--- config.mk ---
export PLATFORM = sky130hd
export DESIGN_NAME = spq_cell
export DESIGN_NICKNAME = d
export VERILOG_FILES = /design/src/hdl/sorted_priority_queue_assert.svh /design/src/hdl/spq_pkg.sv /design/src/hdl/spq_cell.sv
export SDC_FILE = /design/constraint.sdc
export NUM_CORES = 1
export LEC_CHECK = 0
export BUFFER_PORTS_ARGS = -buffer_cell sky130_fd_sc_hd__buf_4
export CAP_MARGIN = 20
export CORE_ASPECT_RATIO = 0.8
export CORE_MARGIN = 4
export CORE_UTILIZATION = 46
export DETAILED_ROUTE_END_ITERATION = 8
export GPL_TIMING_DRIVEN = 1
export PLACE_DENSITY = 0.95
export SYNTH_ARGS = -nofsm -noshare
export SYNTH_HDL_FRONTEND = slang
export SYNTH_SLANG_ARGS = --single-unit
--- constraint.sdc ---
create_clock -name clk -period 10.9 [get_ports clk]
set_input_delay 0.545 -clock clk [delete_from_list [all_inputs] [get_ports clk]]
set_output_delay 0.545 -clock clk [all_outputs]
set_load 0.02 [all_outputs]
--- src/hdl/sorted_priority_queue_assert.svh ---
// ----------------------------------------------------------------------------
// Assertion macros for the sorted priority queue
// Implication and next-cycle checks on the rising clock edge, held off in reset.
// ----------------------------------------------------------------------------
`ifndef SORTED_PRIORITY_QUEUE_ASSERT_SVH
`define SORTED_PRIORITY_QUEUE_ASSERT_SVH

// Same-cycle implication
`define SPQ_ASSERT_IMPL(label, clk, rst, ante, cons, msg) \
  label: assert property (@(posedge clk) disable iff (rst) (ante) |-> (cons)) \
    else $error(msg);

// Next-cycle implication
`define SPQ_ASSERT_NEXT(label, clk, rst, ante, cons, msg) \
  label: assert property (@(posedge clk) disable iff (rst) (ante) |=> (cons)) \
    else $error(msg);

`endif

--- src/hdl/spq_pkg.sv ---
// ----------------------------------------------------------------------------
// spq_pkg
// Sizes, types and codes shared by the cells and the top level of the queue.
// ----------------------------------------------------------------------------
package spq_pkg;

  localparam int CAPACITY    = 64;
  localparam int TAG_WIDTH   = 16;
  localparam int PRIO_W      = 16;
  localparam int PAYLOAD_W   = 16;
  localparam int COUNT_OUT_W = 7;
  // occupancy must be able to hold CAPACITY itself
  localparam int CNT_W       = $clog2(CAPACITY + 1);

  typedef logic signed [PRIO_W-1:0] prio_t;
  typedef logic [TAG_WIDTH-1:0]     tag_t;
  typedef logic [CNT_W-1:0]         cnt_t;

  // command codes
  localparam logic CMD_INSERT = 1'b0;
  localparam logic CMD_REMOVE = 1'b1;

  // result status codes
  typedef enum logic [1:0] {
    STAT_INSERTED = 2'd0,
    STAT_REMOVED  = 2'd1,
    STAT_FULL     = 2'd2,
    STAT_EMPTY    = 2'd3
  } status_t;

  // operation broadcast to every cell
  typedef struct packed {
    logic  do_insert;
    logic  do_remove;
    prio_t new_prio;
    tag_t  new_tag;
  } cell_ctl_t;

endpackage

--- src/hdl/spq_cell.sv ---
// ----------------------------------------------------------------------------
// spq_cell
// One slot of the sorted chain: holds an entry, compares it with the incoming
// priority, and holds, loads the new entry or takes a neighbour's entry.
// ----------------------------------------------------------------------------
module spq_cell
  import spq_pkg::*;
(
  input  logic      clk,
  input  cell_ctl_t ctl,
  input  logic      occupied,   // slot lies below the occupancy
  input  logic      prev_keep,  // slot towards the head keeps its entry
  input  prio_t     prev_prio,
  input  tag_t      prev_tag,
  input  prio_t     next_prio,
  input  tag_t      next_tag,
  output logic      keep,
  output prio_t     prio,
  output tag_t      tag
);

  // stored entry stays put on insert when its priority is equal or greater
  assign keep = occupied && (prio >= ctl.new_prio);

  // slot update: hold, load new, shift towards tail, or shift towards head
  always_ff @(posedge clk) begin
    if (ctl.do_insert) begin
      if (!keep) begin
        if (prev_keep) begin
          prio <= ctl.new_prio;
          tag  <= ctl.new_tag;
        end else begin
          prio <= prev_prio;
          tag  <= prev_tag;
        end
      end
    end else if (ctl.do_remove) begin
      prio <= next_prio;
      tag  <= next_tag;
    end
  end

endmodule
==> flow_metrics.tcl, run 1 <==
set metrics [dict create \
    outcome "finished clean" \
    regArea_um2 961 \
    io_buffers 133 \
    die_y_um 68.1 \
    rows 21 \
    initial_core_util_pct 48.7 \
    synth_commonest_cells "41 x a21oi_1, 34 x nor2_1, 32 x edfxtp_1, 32 x mux2i_1, 17 x inv_1" \
    synth-async-reset-ratio_pct 0 \
    rsz0062_at_grt "no" \
    pin_count 134 \
    clock_tree.buffer_depth 2 \
    synth_edf_count 32 \
    final_max_slew_viol_count 0 \
    drive_above_1_share_pct 42.7 \
    arrival_ps 2270 \
    grt_max_degree 67 \
    cts_tree "built" \
    drc_errors 0 \
    p_per_area_mw_per_mm2 122 \
    yosysMostFrequentCell "a21oi_1" \
    syn_area_mm2 0.00207 \
    crit_type "reg2out" \
    cts_resized 0 \
    routed_wl_mm 5.57 \
    slowest_stage "nor4_1" \
    antenna_found_initial 0 \
    hp-class "in2reg" \
    areaGrowthSynthToFinish_pct 54.3 \
    num-fill-cells 322 \
    yosys.area.top_type "edfxtp_1" \
    clockPowerShare_pct 21.4 \
    switching_share_pct 30.7 \
    critPathRequiredTime_ps 10360 \
    synth_seq_cells 32 \
    layout_setup_ws_ps 8090 \
    worst_skew_pair.late_latency_ps 270 \
    fin_nets 452 \
    min_period_ps 2810 \
    grt_pass1_wl_mm 8.32 \
    internal_power_uw 270 \
    core_area_mm2 0.00426 \
    fmax_mhz 356 \
    ir_drop_v 0.0000861 \
    cts_root_buf "clkbuf_8" \
    grt_overflow_total 0 \
    critical-path-top-delay-family "simple AND/OR/NAND/NOR gates" \
    postRouteAntennaNets 0 \
    hold_viol 0 \
    cap_violations 0 \
    fin_util_pct 75.2 \
    ys_types 24 \
    slowest_delay_ps 560 \
    wl_per_cell_um 14.2 \
    synthCells 205 \
    cts_hold_buf 0 \
    grt_pass1_vias 1864 \
    r2r_start "prio[15]" \
    seq_power_share_pct 42.6 \
    h-tree-depth 2 \
    num_vias 1994 \
    ys_seq_area_share_pct 46.3 \
    routabilityCongestion 0.845 \
    startpoint_type "register" \
    multiInputGateArea_mm2 0.00102 \
    crit_buf_inv 1 \
    syn_nets 322 \
    die_area_mm2 0.00565 \
    clk_pin_slew_worst_paths_ps 60 \
    p_leak_nw 1.57 \
    synth_area_leaders "edfxtp_1 46%, mux2i_1 15%, a21oi_1 9.9%" \
    numClockSinks 32 \
    pre_cts_slack_ps 7940 \
    yosys.area.top_type_share_pct 46.3 \
    combPwrFrac_pct 36.0 \
    synth_warnings 0 \
    startpoint "prio[15]" \
    end_kind "primary output" \
    finalClockSkew_ps 2.51 \
    cts_setup_buffers 0 \
    n_antenna_cell 0 \
    die_w_um 83.1 \
    drt-vias-per-instance 5.09 \
    fin_tns_setup_ps 0 \
    grt_usage_pct 18.7 \
    p_switching_uw 120 \
    setup_viol 0 \
    relSlewSlack_pct 58.9 \
    avgSynthCellArea_um2 10.1 \
    dr.pass1.iters 5 \
    cts_buffers 5 \
    hp-start "next_tag[5]" \
    hpwl_mm 4.41 \
    worstMarginPinSlew_ps 617 \
    first_iter_violations 76 \
    min_period_over_period_pct 25.8 \
    critPathMaxFanout 7 \
    synth_ff_type "edfxtp_1" \
    crit_path_cell_trace "ha_1 -> nand4_2 -> nor4_1 -> or2b_1 -> o211a_1 -> buf_4" \
]
[cell families after synthesis]
family,count (synthesis),share of synthesized area (%)
buf+inv,28,5.25
simple gates,47,10.0
mux,32,15.4
fa+ha+maj,16,9.65
compound gates,50,13.3
flops,32,46.3
[flip-flops by register name, indices dropped and copies added (netlist names)]
signal	count
prio	16
tag	16
[per-layer routing]
metal	vias up	global-route usage, %	routed length, µm
li1	1003	-	-
met1	889	19.1	2090
met2	91	34.6	2840
met3	11	7.46	519
met4	0	8.16	116
met5	-	0	0
[placed cells by master, fill, tap and decap left out, types with 3 or more instances in the layout]
cell	netlist	layout
ha_1	16	16
a21oi_1	41	41
mux2i_1	32	32
inv_1	17	17
buf_4	0	134
edfxtp_1	32	32
clkbuf_8	0	5
nor2_1	34	34
nand4_1	3	3
nand2_1	4	4
[final timing paths]
check             endpoint  slack (ps)  depth (start not counted)
setup / recovery      keep        8090                          6
hold / removal      tag[5]         590                          3
setup reg to reg   prio[2]        8220                          6
hold reg to reg    prio[7]        1360                          4
[power by group through the flow]
| stage | registers, mW | clock network [mW] | logic (mW) |
|---|---|---|---|
| after floorplan | 0.191 | 0 | 0.0498 |
| after global placement | 0.167 | 0 | 0.138 |
| after detailed placement | 0.169 | 0 | 0.141 |
| after CTS | 0.166 | 0.0853 | 0.141 |
| after global routing | 0.168 | 0.0918 | 0.152 |
| final | 0.166 | 0.0832 | 0.140 |
[worst reg2reg max path, stage by stage, from the launching register on]
cell	delay, ps
edfxtp_1	390
ha_1	430
nand4_2	170
a2111o_1	450
a311o_1	400
o311ai_4	90
buf_4	420
[layout make-up]
type / count / share of cell area, %
clock buffer: 6 / 2.27
clock inverter: 1 / 0.156
inverter: 17 / 1.99
multi-input combinational: 145 / 31.9
sequential: 32 / 30.0
tap: 57 / 2.23
timing repair buffer: 134 / 31.4
[stage by stage]
step	instances	power, mW	hold WS, ps	area, µm²
detailed placement	385	0.310	870	3120
global placement	385	0.305	865	3120
global route	392	0.412	582	3200
finish	392	0.389	587	3200
CTS	392	0.393	581	3200
floorplan	205	0.241	771	2070
Power figures use the tool's default switching activity.
==> run 2: changes to the inputs <==
--- a/config.mk
+++ b/config.mk
@@ -9,10 +9,10 @@
 export CAP_MARGIN = 20
 export CORE_ASPECT_RATIO = 0.8
 export CORE_MARGIN = 4
-export CORE_UTILIZATION = 46
+export CORE_UTILIZATION = 43
 export DETAILED_ROUTE_END_ITERATION = 8
 export GPL_TIMING_DRIVEN = 1
-export PLACE_DENSITY = 0.95
+export PLACE_DENSITY = 0.92
 export SYNTH_ARGS = -nofsm -noshare
 export SYNTH_HDL_FRONTEND = slang
 export SYNTH_SLANG_ARGS = --single-unit
==> constraint.sdc (replaced) <==
create_clock -name clk -period 2.6 [get_ports clk]
set_input_delay 0.13 -clock clk [delete_from_list [all_inputs] [get_ports clk]]
set_output_delay 0.13 -clock clk [all_outputs]
set_load 0.02 [all_outputs]
==> flow_metrics.tcl, run 2 (same netlist as run 1, synthesis figures left out) <==
set metrics [dict create \
    final_cells 398 \
    dr.pass1.iters 4 \
    startpoint_type "register" \
    outcome "finished clean" \
    dpl-instance-area_mm2 0.00317 \
    worst_skew_pair.late_latency_ps 280 \
    drt-vias-per-instance 5.10 \
    num_vias 2030 \
    p_per_area_mw_per_mm2 514 \
    critical-path-top-delay-family "compound AO/OA/AOI/OAI gates" \
    min_period_ps 2510 \
    hp-class "in2reg" \
    areaGrowthSynthToFinish_pct 58.0 \
    antenna_found_initial 0 \
    first_iter_violations 77 \
    end_kind "register" \
    grt_overflow_total 0 \
    place_inst 389 \
    numClockSinks 32 \
    die_w_um 85.7 \
    arrival_ps 2510 \
    ff2ff_setup_slack_ps 90 \
    fmax_mhz 398 \
    clk_pin_slew_worst_paths_ps 60 \
    n_antenna_cell 0 \
    slowest_delay_ps 460 \
    drive_above_1_share_pct 43.5 \
    wl_per_cell_um 14.6 \
    io_buffers 133 \
    rows 22 \
    grt_usage_pct 19.5 \
    pin_count 134 \
    hold_viol 0 \
    routed_wl_mm 5.81 \
    critPathRequiredTime_ps 2590 \
    crit_buf_inv 1 \
    setup_viol 0 \
    grt_pass1_wl_mm 9.32 \
    clock_tree.buffer_depth 2 \
    final_common_cell "buf_4" \
    grt_max_degree 37 \
    cap_violations 0 \
    mostFrequentLayoutCells "134 x buf_4, 41 x a21oi_1, 34 x nor2_1" \
    cts_root_buf "clkbuf_8" \
    p_leak_nw 1.60 \
    initial_core_util_pct 44.9 \
    postRouteAntennaNets 0 \
    cts_resized 0 \
    cts_tree "built" \
    crit_path_cell_trace "ha_1 -> nor2b_1 -> o211ai_1 -> a2111o_1 -> a311o_1 -> o311ai_4 -> clkbuf_16" \
    grt_pass1_vias 2096 \
    crit_type "reg2reg" \
    die_area_mm2 0.00601 \
    cts_hold_buf 0 \
    cts_setup_buffers 0 \
    drc_errors 0 \
    hpwl_mm 4.63 \
    die_y_um 70.1 \
    h-tree-depth 2 \
    min_period_over_period_pct 96.7 \
    num-fill-cells 335 \
    finalClockSkew_ps 4.83 \
    slowest_stage "a2111o_1" \
    cts_buffers 5 \
    worstMarginPinSlew_ps 543 \
    ir_drop_v 0.000358 \
    fin_nets 454 \
    routabilityCongestion 0.754 \
    relSlewSlack_pct 63.8 \
    final_max_slew_viol_count 0 \
    post-route-cell-area_mm2 0.00328 \
    reg.largest.list "prio (16), tag (16)" \
    critPathMaxFanout 16 \
    core_area_mm2 0.00462 \
]
-- run 2: layout make-up --
cell class              instances  area (µm²)  area share, %
inverters                      17        63.8           1.95
flip-flops and latches         32         961           29.3
well taps                      60        75.1           2.29
clock inverters                 1        3.75          0.115
repair buffers                136        1050           32.1
clock buffers                   7        76.3           2.33
multi-input cells             145        1050           31.9
-- run 2: path summary, 6_finish.rpt --
check / cells after the start / startpoint / end
worst min register to register: 4 / prio[15] / tag[11]
worst max register to register: 7 / prio[1] / prio[5]
worst max-delay path: 7 / prio[1] / prio[5]
worst min-delay path: 3 / next_tag[11] / tag[11]
-- run 2: tightest hold or removal path: cells and delay by family --
family | cells | cell delay [ps]
AND/OR/NAND/NOR | 1 | 30
buffers and inverters | 1 | 80
AO/OA/AOI/OAI | 1 | 90
-- run 2: per-stage QoR --
step	power (mW)	hold slack [ps]	setup WS (ps)	util, %	setup TNS [ps]
6_report	1.68	162	86.2	70.9	0
5_1_grt	1.78	159	-4.09	70.9	-41.4
4_1_cts	1.68	161	102	70.2	0
3_5_place_dp	1.32	451	119	68.5	0
3_3_place_gp	1.30	452	190	68.5	0
2_1_floorplan	1.02	356	-89.8	-	-2870
-- run 2: power by group --
| group | internal [mW] | switching, mW | leakage, nW | total, mW |
|---|---|---|---|---|
| clock | 0.186 | 0.175 | 0.0399 | 0.361 |
| sequential | 0.666 | 0.0296 | 0.311 | 0.696 |
| combinational | 0.308 | 0.318 | 1.25 | 0.626 |
-- run 2: per-layer routing --
metal | track usage [%] | wire [µm]
met3 | 7.78 | 658
met4 | 4.75 | 51
met1 | 22.1 | 2130
met2 | 34.1 | 2970
met5 | 0 | 0
